**config.mk**
```make
export PLATFORM = sky130hd
export DESIGN_NAME = lru_slot_tracker_top
export DESIGN_NICKNAME = d
export VERILOG_FILES = /design/src/lst_pkg.sv /design/src/lst_ram.sv /design/src/lru_slot_tracker_top.sv
export VERILOG_INCLUDE_DIRS = /design/src /design/src/src
export SDC_FILE = /design/constraint.sdc
export NUM_CORES = 2
export LEC_CHECK = 0
export BUFFER_PORTS_ARGS = -buffer_cell sky130_fd_sc_hd__buf_4
export CAP_MARGIN = 20
export CORE_ASPECT_RATIO = 1.25
export CORE_MARGIN = 1
export CORE_UTILIZATION = 60
export DETAILED_ROUTE_END_ITERATION = 16
export PLACE_DENSITY = 0.76
export SLEW_MARGIN = 0
export SYNTH_ARGS = -nofsm -noshare
export SYNTH_HDL_FRONTEND = slang
export SYNTH_SLANG_ARGS = --single-unit
export TNS_END_PERCENT = 50
```
**constraint.sdc**
```tcl
create_clock -name clock -period 14.01 [get_ports clock]
set_input_delay 1.401 -clock clock [delete_from_list [all_inputs] [get_ports clock]]
set_output_delay 1.401 -clock clock [all_outputs]
set_load 0.005 [all_outputs]
```
**src/lru_slot_tracker_top_macros.svh**
```systemverilog
// ----------------------------------------------------------------------------
// LRU slot tracker assertion macros
// Concurrent check shorthands shared by the tracker RTL.
// ----------------------------------------------------------------------------
`ifndef LRU_SLOT_TRACKER_TOP_MACROS_SVH
`define LRU_SLOT_TRACKER_TOP_MACROS_SVH

// check cons in the same cycle as ante
`define LST_ASSERT_NOW(label, clk, rst, ante, cons, msg) \
   label: assert property (@(posedge clk) disable iff (rst) (ante) |-> (cons)) \
      else $error(msg);

// check cons in the cycle after ante
`define LST_ASSERT_NEXT(label, clk, rst, ante, cons, msg) \
   label: assert property (@(posedge clk) disable iff (rst) (ante) |=> (cons)) \
      else $error(msg);

`endif

```
**src/lst_pkg.sv**
```systemverilog
`timescale 1ns / 1ps
// ----------------------------------------------------------------------------
// LRU slot tracker package
// Field widths, request codes and reset values for the tracker.
// ----------------------------------------------------------------------------
package lst_pkg;

   localparam int SLOTS_DEFAULT = 64;

   localparam int TYPE_W     = 2;
   localparam int SLOT_W     = 6;
   localparam int MODE_W     = 2;
   localparam int OCC_W      = 7;
   localparam int MAX_W      = 7;
   localparam int REQ_DATA_W = 8;
   localparam int RSP_DATA_W = 16;
   localparam int RSP_USER_W = 1;

   localparam logic [MAX_W-1:0] MAX_ENTRIES_RESET = 7'd54;

   localparam logic [TYPE_W-1:0] OP_OPEN  = 2'd0;
   localparam logic [TYPE_W-1:0] OP_TOUCH = 2'd1;
   localparam logic [TYPE_W-1:0] OP_CLOSE = 2'd2;
   localparam logic [TYPE_W-1:0] OP_QUERY = 2'd3;

   localparam logic STATUS_DONE   = 1'b0;
   localparam logic STATUS_REJECT = 1'b1;

endpackage

```
**src/lst_ram.sv**
```systemverilog
`timescale 1ns / 1ps
// ----------------------------------------------------------------------------
// LRU slot tracker store
// One write port, one registered read port; read data holds until next read.
// ----------------------------------------------------------------------------
module lst_ram #(
   parameter int DEPTH = lst_pkg::SLOTS_DEFAULT,
   parameter int WIDTH = lst_pkg::MODE_W
) (
   input  logic                     clock,
   input  logic                     wr_en,
   input  logic [$clog2(DEPTH)-1:0] wr_addr,
   input  logic [WIDTH-1:0]         wr_data,
   input  logic                     rd_en,
   input  logic [$clog2(DEPTH)-1:0] rd_addr,
   output logic [WIDTH-1:0]         rd_data
);

   logic [WIDTH-1:0] ram_ff [DEPTH];
   logic [WIDTH-1:0] rd_data_ff;

   always_ff @(posedge clock) begin
      if (wr_en) begin
         ram_ff[wr_addr] <= wr_data;
      end
      if (rd_en) begin
         rd_data_ff <= ram_ff[rd_addr];
      end
   end

   assign rd_data = rd_data_ff;

endmodule

```
**src/lru_slot_tracker_top.sv**
```systemverilog
`timescale 1ns / 1ps
// ----------------------------------------------------------------------------
// LRU slot tracker
// Least-recently-used order over numbered slots, kept as a doubly linked list
// in prev/next link stores, with open, touch, close and query requests.
// ----------------------------------------------------------------------------
// channel  direction  word
// req      in         tuser: req_type; tdata: slot, access_mode
// rsp      out        tuser: status; tdata: evicted_valid, evicted_slot,
//                     mode_out, occupancy
// csr      in         max_entries, written when csr_wr_en is high
//
// One request at a time. Rejects, queries and touches of the tail go to done;
// opens without eviction pass through append, closes through unlink, and
// touches and evicting opens through unlink then append, as the next-link
// store has a single write port. A finished word waits in the output register;
// the next request is taken meanwhile and stalls only in done while that word
// is held. Synchronous reset empties the list at once; no clearing pass.
// ----------------------------------------------------------------------------
`include "lru_slot_tracker_top_macros.svh"

module lru_slot_tracker_top #(
   parameter int SLOTS = lst_pkg::SLOTS_DEFAULT
) (
   input  logic                            clock,
   input  logic                            reset,
   input  logic                            req_tvalid,
   output logic                            req_tready,
   input  logic [lst_pkg::REQ_DATA_W-1:0]  req_tdata,   // slot, access_mode
   input  logic [lst_pkg::TYPE_W-1:0]      req_tuser,   // req_type
   output logic                            rsp_tvalid,
   input  logic                            rsp_tready,
   // evicted_valid, evicted_slot, mode_out, occupancy
   output logic [lst_pkg::RSP_DATA_W-1:0]  rsp_tdata,
   output logic [lst_pkg::RSP_USER_W-1:0]  rsp_tuser,   // status
   input  logic                            csr_wr_en,
   input  logic [lst_pkg::MAX_W-1:0]       csr_wr_data
);

   localparam int AW  = $clog2(SLOTS);
   localparam int LW  = AW + 1;
   localparam int SFW = lst_pkg::SLOT_W;
   localparam int MW  = lst_pkg::MODE_W;
   localparam int OCW = lst_pkg::OCC_W;
   localparam logic [LW-1:0]  NIL     = {LW{1'b1}};
   localparam logic [OCW-1:0] OCC_ONE = OCW'(1);

   localparam logic [1:0] ST_IDLE   = 2'd0;
   localparam logic [1:0] ST_UNLINK = 2'd1;
   localparam logic [1:0] ST_APPEND = 2'd2;
   localparam logic [1:0] ST_DONE   = 2'd3;

   // control state
   logic [1:0]                 state_ff, state_in;
   logic [LW-1:0]              head_ff, head_in;
   logic [LW-1:0]              tail_ff, tail_in;
   logic [OCW-1:0]             count_ff, count_in;
   logic [SLOTS-1:0]           present_ff, present_in;
   logic [lst_pkg::MAX_W-1:0]  max_ff;
   logic                       rsp_valid_ff, rsp_valid_in;

   // request held while at work
   logic [lst_pkg::TYPE_W-1:0] op_ff;
   logic [AW-1:0]              slot_ff;
   logic [MW-1:0]              mode_ff;
   logic [AW-1:0]              unl_ff;
   logic                       reject_ff, evict_ff, append_ff;

   // output word
   logic                       rsp_status_ff;
   logic                       rsp_ev_valid_ff;
   logic [SFW-1:0]             rsp_ev_slot_ff;
   logic [MW-1:0]              rsp_mode_ff;
   logic [OCW-1:0]             rsp_occ_ff;

   // accept-side decode
   logic [SFW-1:0]             in_slot;
   logic [MW-1:0]              in_mode;
   logic [AW-1:0]              in_addr;
   logic                       in_range, in_present, in_is_tail, head_ok;
   logic                       accept, dec_reject, dec_evict, dec_unlink, dec_append;
   logic                       rsp_load;

   // store ports
   logic                       next_we, prev_we, mode_we;
   logic [AW-1:0]              next_waddr, prev_waddr, links_raddr;
   logic [LW-1:0]              next_wdata, prev_wdata, next_rd, prev_rd;
   logic [MW-1:0]              mode_rd;
   logic                       p_ok, n_ok;
   logic [LW-1:0]              unl_head, unl_tail;

   assign in_slot    = req_tdata[SFW-1:0];
   assign in_mode    = req_tdata[SFW+MW-1:SFW];
   assign in_addr    = AW'(in_slot);
   assign in_range   = int'(in_slot) < SLOTS;
   assign in_present = in_range && present_ff[in_addr];
   assign in_is_tail = tail_ff == LW'(in_slot);
   assign head_ok    = head_ff != NIL;

   assign req_tready = state_ff == ST_IDLE;
   assign accept     = req_tvalid && req_tready;

   always_comb begin
      dec_reject = 1'b1;
      dec_evict  = 1'b0;
      dec_unlink = 1'b0;
      dec_append = 1'b0;
      unique case (req_tuser)
         lst_pkg::OP_OPEN: begin
            dec_reject = in_present || !in_range;
            dec_evict  = !dec_reject && (count_ff >= max_ff) && head_ok;
            dec_unlink = dec_evict;
            dec_append = !dec_reject;
         end
         lst_pkg::OP_TOUCH: begin
            dec_reject = !in_present;
            dec_unlink = in_present && !in_is_tail;
            dec_append = in_present && !in_is_tail;
         end
         lst_pkg::OP_CLOSE: begin
            dec_reject = !in_present;
            dec_unlink = in_present;
         end
         lst_pkg::OP_QUERY: begin
            dec_reject = !in_present;
         end
         default: begin
            dec_reject = 1'b1;
         end
      endcase
   end

   // an open unlinks the head, a touch or close the requested slot
   assign links_raddr = (req_tuser == lst_pkg::OP_OPEN) ? head_ff[AW-1:0] : in_addr;

   assign p_ok = prev_rd != NIL;
   assign n_ok = next_rd != NIL;

   always_comb begin
      unl_head = p_ok ? head_ff : next_rd;
      unl_tail = n_ok ? tail_ff : prev_rd;
      if (unl_head == NIL || unl_tail == NIL) begin
         unl_head = NIL;
         unl_tail = NIL;
      end
   end

   assign rsp_load = (state_ff == ST_DONE) && (!rsp_valid_ff || rsp_tready);

   always_comb begin
      state_in     = state_ff;
      head_in      = head_ff;
      tail_in      = tail_ff;
      count_in     = count_ff;
      present_in   = present_ff;
      rsp_valid_in = rsp_valid_ff && !rsp_tready;
      next_we      = 1'b0;
      next_waddr   = slot_ff;
      next_wdata   = NIL;
      prev_we      = 1'b0;
      prev_waddr   = slot_ff;
      prev_wdata   = tail_ff;
      mode_we      = 1'b0;
      unique case (state_ff)
         ST_IDLE: begin
            if (accept) begin
               if (dec_unlink) begin
                  state_in = ST_UNLINK;
               end else if (dec_append) begin
                  state_in = ST_APPEND;
               end else begin
                  state_in = ST_DONE;
               end
            end
         end
         ST_UNLINK: begin
            next_we    = p_ok;
            next_waddr = prev_rd[AW-1:0];
            next_wdata = next_rd;
            prev_we    = n_ok;
            prev_waddr = next_rd[AW-1:0];
            prev_wdata = prev_rd;
            head_in    = unl_head;
            tail_in    = unl_tail;
            present_in[unl_ff] = 1'b0;
            count_in   = count_ff - OCC_ONE;
            state_in   = append_ff ? ST_APPEND : ST_DONE;
         end
         ST_APPEND: begin
            prev_we    = 1'b1;
            prev_waddr = slot_ff;
            prev_wdata = tail_ff;
            next_we    = tail_ff != NIL;
            next_waddr = tail_ff[AW-1:0];
            next_wdata = LW'(slot_ff);
            mode_we    = op_ff == lst_pkg::OP_OPEN;
            if (!head_ok) begin
               head_in = LW'(slot_ff);
            end
            tail_in    = LW'(slot_ff);
            present_in[slot_ff] = 1'b1;
            count_in   = count_ff + OCC_ONE;
            state_in   = ST_DONE;
         end
         ST_DONE: begin
            // terminate the appended slot; repeats harmlessly while stalled
            next_we    = append_ff;
            next_waddr = slot_ff;
            next_wdata = NIL;
            if (rsp_load) begin
               rsp_valid_in = 1'b1;
               state_in     = ST_IDLE;
            end
         end
         default: begin
            state_in = ST_IDLE;
         end
      endcase
   end

   always_ff @(posedge clock) begin
      if (reset) begin
         state_ff     <= ST_IDLE;
         head_ff      <= NIL;
         tail_ff      <= NIL;
         count_ff     <= '0;
         present_ff   <= '0;
         max_ff       <= lst_pkg::MAX_ENTRIES_RESET;
         rsp_valid_ff <= 1'b0;
      end else begin
         state_ff     <= state_in;
         head_ff      <= head_in;
         tail_ff      <= tail_in;
         count_ff     <= count_in;
         present_ff   <= present_in;
         rsp_valid_ff <= rsp_valid_in;
         if (csr_wr_en) begin
            max_ff <= csr_wr_data;
         end
      end
   end

   always_ff @(posedge clock) begin
      if (accept) begin
         op_ff     <= req_tuser;
         slot_ff   <= in_addr;
         mode_ff   <= in_mode;
         unl_ff    <= links_raddr;
         reject_ff <= dec_reject;
         evict_ff  <= dec_evict;
         append_ff <= dec_append;
      end
      if (rsp_load) begin
         rsp_status_ff   <= reject_ff ? lst_pkg::STATUS_REJECT : lst_pkg::STATUS_DONE;
         rsp_ev_valid_ff <= evict_ff;
         rsp_ev_slot_ff  <= evict_ff ? SFW'(unl_ff) : '0;
         rsp_mode_ff     <= (op_ff == lst_pkg::OP_QUERY && !reject_ff) ? mode_rd : '0;
         rsp_occ_ff      <= count_ff;
      end
   end

   lst_ram #(
      .DEPTH (SLOTS),
      .WIDTH (LW)
   ) u_next_ram (
      .clock   (clock),
      .wr_en   (next_we),
      .wr_addr (next_waddr),
      .wr_data (next_wdata),
      .rd_en   (accept),
      .rd_addr (links_raddr),
      .rd_data (next_rd)
   );

   lst_ram #(
      .DEPTH (SLOTS),
      .WIDTH (LW)
   ) u_prev_ram (
      .clock   (clock),
      .wr_en   (prev_we),
      .wr_addr (prev_waddr),
      .wr_data (prev_wdata),
      .rd_en   (accept),
      .rd_addr (links_raddr),
      .rd_data (prev_rd)
   );

   lst_ram #(
      .DEPTH (SLOTS),
      .WIDTH (MW)
   ) u_mode_ram (
      .clock   (clock),
      .wr_en   (mode_we),
      .wr_addr (slot_ff),
      .wr_data (mode_ff),
      .rd_en   (accept),
      .rd_addr (in_addr),
      .rd_data (mode_rd)
   );

   assign rsp_tvalid = rsp_valid_ff;
   assign rsp_tdata  = {rsp_occ_ff, rsp_mode_ff, rsp_ev_slot_ff, rsp_ev_valid_ff};
   assign rsp_tuser  = rsp_status_ff;

   `LST_ASSERT_NOW(a_head_tail_nil, clock, reset, 1'b1, (head_ff == NIL) == (tail_ff == NIL), "head and tail disagree on empty list")

   `LST_ASSERT_NOW(a_head_present, clock, reset, head_ff != NIL, present_ff[head_ff[AW-1:0]], "head slot not marked present")

   `LST_ASSERT_NOW(a_idle_no_write, clock, reset, state_ff == ST_IDLE, !next_we && !prev_we && !mode_we, "store written while idle")

   `LST_ASSERT_NEXT(a_accept_busy, clock, reset, accept, state_ff != ST_IDLE, "accepted request left no work")

   `LST_ASSERT_NEXT(a_rsp_from_done, clock, reset, state_ff != ST_DONE && !rsp_valid_ff, !rsp_valid_ff, "result word raised outside completion")

endmodule

```
======== After elaboration in Yosys (flattened, before gate mapping) ========
Memories as Yosys holds them, arrays and structs flattened. A register that Yosys moved wholly into a read port is not among the register bits.
Cells that the tools add are included.
operators by class
  $add $sub $neg .......................... 2
  order comparisons ....................... 6
  equal/unequal tests ..................... 17
  multiplexer cells ....................... 41
  bitwise gates (word level) .............. 3
  reduce and logical (&&, ||, !) cells .... 23
operator list
  cell                 count
  $pmux 64 s2          1
  $and 64x64->64       1
  $not 64->64          1
  $or 64x64->64        1
  $pmux 7 s2           4
  $mux 7               6
  $ne 7x7->1 const B   4
  $lt 6x7->1 const B   3
  $mux 1               15
  $eq 7x7->1 const B   2
  $demux 1 s6          2
  $ge 6x1->1 const B   2
  $mux 6               2
  $pmux 6 s2           1
  $eq 2x2->1 const B   5
  $logic_and 1x1->1    9
  $pmux 2 s4           1
  $add 7x1->7 const B  1
  $eq 7x6->1           1
  $ge 7x7->1           1
  $sub 7x1->7 const B  1
  $bmux 1 s6           1
  $logic_not 2->1      3
  $mux 2               3
  other kinds (10)     21
storage, ports and cells
  flip-flop bits (word level) ............. 131
  RAM bits ................................ 1024
  bits of input ports ..................... 22
  output and inout bits ................... 19
  word-level logic and storage cells ...... 114
  memories ................................ 3
memory list
  name               words  bits a word  rd ports  clocked after memory_dff  write ports  line           source
  u_next_ram.ram_ff  64     7            1         1                         1            lst_ram.sv:19  logic [WIDTH-1:0] ram_ff [DEPTH];
  u_prev_ram.ram_ff  64     7            1         1                         1            lst_ram.sv:19
  u_mode_ram.ram_ff  64     2            1         1                         1            lst_ram.sv:19

======== Logic depth before layout (Yosys ltp) ========
  depth in word-level cells ............... 9
  mapped depth ............................ 12

======== Hierarchy ========
Synthesis repeated with hierarchy kept, for this count alone.
unflattened totals
  cells, all modules ...................... 2761
  area total of the unflattened synthesis .. 47700.7 sq um
modules (own cells, without submodules)
  module                    times used  cells an instance  area an instance (sq um)  seq. area each (sq um)
  lst_ram (u_next_ram ...)  2           827                17705.7                   13663.1
  lru_slot_tracker_top      1           783                6871.6                    2982.9
  lst_ram (u_mode_ram)      1           324                5417.7                    3903.7

======== Worst setup path after synthesis ========
Ideal clock, no wire load.
  kind .................................... register -> register
  start ................................... reg state_ff[1]
  end ..................................... mem u_next_ram.ram_ff[0][6] (netlist name) (data pin)
  setup time .............................. 0.702 ns
  data arrival time ....................... 3.749 ns
  required time ........................... 13.308 ns
  path slack .............................. 9.559 ns
  stages on the path, launching flop included .. 7
  path buffers ............................ 3
  clock period less this slack ............ 4.451 ns
  path through ............................ dfxtp_1 inv_1 ha_1 clkbuf_1 clkbuf_1 clkbuf_1 o21ai_0
on the way
  longest elaborated chain between the ends .. 2
  elaborated cells between the ends (all ways) .. 3
  those cells by class .................... eq/ne (2); mux (1)
ends and longest elaborated chain
  element                                          line                         source
  start, declared                                  lru_slot_tracker_top.sv:54   logic [1:0] state_ff, state_in;
  start signal, assigned                           lru_slot_tracker_top.sv:231  state_ff <= state_in;
  $eq 2x2->1 / $eq 2x1->1 (equally long branches)  lru_slot_tracker_top.sv:164  unique case (state_ff)
  $pmux 7 s2 (*)                                   lru_slot_tracker_top.sv:164
  net next_wdata[6]                                lru_slot_tracker_top.sv:87   logic [LW-1:0] next_wdata, prev_wdata, next_rd, prev_rd;
  end, declared                                    lst_ram.sv:19
The timed path passes the listed nets; every way through them passes the cells marked *.

======== Final worst setup path ========
  start ................................... in req_tdata[1] (netlist name)
  end ..................................... reg u_prev_ram.rd_data_ff[5] (netlist: u_prev_ram.rd_data[5]), read port of u_prev_ram.ram_ff (data pin)
on the way
  longest elaborated chain between the ends .. 1
ends and longest elaborated chain
  element          line                         source
  start, declared  lru_slot_tracker_top.sv:29   input logic [lst_pkg::REQ_DATA_W-1:0] req_tdata,
  $mux 6           lru_slot_tracker_top.sv:134  assign links_raddr = (req_tuser == lst_pkg::OP_OPEN) ? head_ff[AW-1:0] : in_addr;
  end, declared    lst_ram.sv:20                logic [WIDTH-1:0] rd_data_ff;
No other way between the ends.
A chain may end at the register's enable or synchronous reset.

==> out/results.tsv <==
metric	value	unit
grt_overflow	0	
drt_iter0_markers	3689	
htreeDepth	3	
min_period_over_period	39.9	%
synth_area	47300	µm²
holdCritPathClass	register to register	
drv_cap	0	
synthArstFlopShare	0	%
grt_pass1_wl	173000	µm
routedWlPerCell	26.6	µm
cp-end-kind	register	
outcome	finished, final reports clean	
synth_nets	3232	
leakagePower	16.8	nW
yosys_most_used_dff	edfxtp_1	
die_w	253	µm
routabilityCongestion	0.903	
die-area	80000	µm²
syn_area_per_cell	14.8	µm²
vias	28500	
core_area	77700	µm²
synthAdderAreaFrac	0.465	%
cp_max_fo	90	
final_area	52200	µm²
initial_core_util	60.9	%
remaining_drc_errors	0	
min_from	present_ff[10]	
rrSetupSlack	9.12	ns
nets	3256	
synth_cell_types	67	
hold_violations	0	
relSlewSlack	21.5	%
synth_top_family_by_area	simple AND/OR/NAND/NOR gates	
grt_max_degree	91	
crit_start	req_tdata[1]	
synth_edf_count	1076	
clk_path_buf_depth	3	
rsz0062_at_grt	no	
required	14.52	ns
num_rows	114	
final_cell_mix	1076 x edfxtp_1, 572 x nand2_1, 254 x nor2_1	
grt_usage	29.2	%
syn_to_final_growth	10.2	%
num_io_pins	41	
synth_warnings	0	
cts_resized	0	
routed_wl	115000	µm
worstMarginPinSlew	1.15	ns
dp_hpwl	70000	µm
tns	0	ns
drive_gt1_share	13.1	%
path_class	input port to register	
start_kind	input port	
root_buffer	clkbuf_16	
cts_setup_buffers	0	
synth-simple-area-share	9.10	%
regToRegStartpoint	head_ff[1]	
clk-insertion-delay-late	0.69	ns
peakVddDrop	0.174	mV
p_per_area	185	nW/µm²
grt_pass1_vias	28100	
hold_buffers	0	
layout_commonest_cell	edfxtp_1	
diodes	0	
placed_area	48600	µm²
port_buffers	40	
fmax	179	MHz
synthMuxAreaShare	9.08	%
fillerInstances	5114	
cts_tree	yes	
viasPerCell	6.55	
die_h	316	µm
path_clk_slew	0.07	ns
arrival	6.10	ns
synth_cells	3193	
drt_pass1_iterations	8	
antenna_found_initial	1	
cts_buffers	104	
ys_ff_latch	1171	
ys_seq_area_share	72.3	%
detail-route-antenna-nets	0	
cts_sinks	1171	
drv_slew	0	
setup_viol	0	
synth-compound-area-share	6.88	%
fin_crit	5.60	ns
timing.hold.ws	0.479	ns
yosys.area_share.xor_xnor	0.241	%
skew	0.0283	ns
final timing paths:
kind	endpoint	depth (start not counted)
setup reg to reg	u_prev_ram.rd_data[5]	9
setup / recovery	u_prev_ram.rd_data[5]	10
hold / removal	present_ff[10]	2
hold reg to reg	present_ff[10]	2
synth_stat cells, types with 7 or more instances:
master / count / area (µm²)
edfxtp_1: 1076 / 32300
nand2_1: 576 / 2160
a31oi_1: 68 / 425
a221o_1: 17 / 170
xnor2_1: 7 / 61.3
a222oi_1: 17 / 170
clkbuf_1: 114 / 428
a21o_1: 9 / 67.6
buf_1: 12 / 45.0
nand3b_1: 12 / 90.1
mux4_2: 144 / 3240
buf_4: 11 / 82.6
a2111oi_0: 26 / 228
a221oi_1: 15 / 131
ha_1: 16 / 200
a21oi_1: 148 / 741
o211ai_1: 14 / 105
nor2_1: 254 / 953
inv_1: 24 / 90.1
and2_1: 11 / 68.8
nor3_1: 11 / 55.1
o21ai_0: 75 / 375
nand4_1: 17 / 106
mux2_2: 8 / 90.1
a211oi_1: 22 / 165
dfxtp_1: 95 / 1900
nor2b_1: 7 / 43.8
buf_2: 43 / 215
nand3_1: 121 / 606
a32oi_1: 27 / 236
a22o_1: 14 / 123
mux2i_1: 95 / 951
sequential cells by signal, summed over array words and instances, names as in the netlist, 64 cells and up:
register           cells
present_ff            64
u_mode_ram.ram_ff    128
u_next_ram.ram_ff    448
u_prev_ram.ram_ff    448
cell type report:
class	count	area (µm²)	area share [%]
repair buffers	102	828	1.59
clock inverters	56	611	1.17
clock buffers	134	2810	5.38
flip-flops and latches	1171	34200	65.6
inverters	28	113	0.216
well taps	1044	1310	2.50
multi-input cells	1810	12300	23.6
through the flow:
| step | util [%] | total power, mW | instances | setup WS [ns] |
|---|---|---|---|---|
| 2_1_floorplan | - | 5.96 | 3193 | 9.56 |
| 3_5_place_dp | 62.6 | 6.78 | 4150 | 7.74 |
| 4_1_cts | 67.0 | 9.60 | 4340 | 8.42 |
| 5_1_grt | 67.1 | 9.95 | 4345 | 8.13 |
| 3_3_place_gp | 62.6 | 6.68 | 4148 | 7.84 |
| 6_report | 67.1 | 9.66 | 4345 | 8.41 |
where the power goes:
part           total (mW)  internal [mW]  switching, mW
sequential           4.68           4.58          0.107
combinational        2.12          0.511           1.61
clock                2.86           1.62           1.24
kinds of logic (layout without fill, tap and decap cells):
logic type | after synthesis | count (layout)
multiplexers | 248 | 248
adder cells (fa/ha/maj) | 17 | 17
AO/OA/AOI/OAI | 492 | 492
XOR/XNOR | 13 | 13
buffers and inverters | 212 | 320
AND/OR/NAND/NOR | 1040 | 1040
flip-flops | 1171 | 1171
per-layer routing:
| metal | up-vias | share of wire (%) | track usage, % |
|---|---|---|---|
| li1 | 12300 | - | - |
| met3 | 303 | 9.5 | 4.83 |
| met4 | 2 | 4.6 | 14.8 |
| met5 | - | 0.012 | 0 |
| met1 | 14100 | 37 | 38.9 |
| met2 | 1735 | 49 | 47.0 |
critical path: stages:
cell	delay, ns
buf_4	0.56
o21ai_0	0.20
and2_4	0.42
inv_8	0.53
buf_4	0.83
buf_4	0.83
mux2i_1	0.18
a222oi_1	0.41
a211oi_1	0.16
nor4_1	0.29
(Power assumes the default switching activity.)
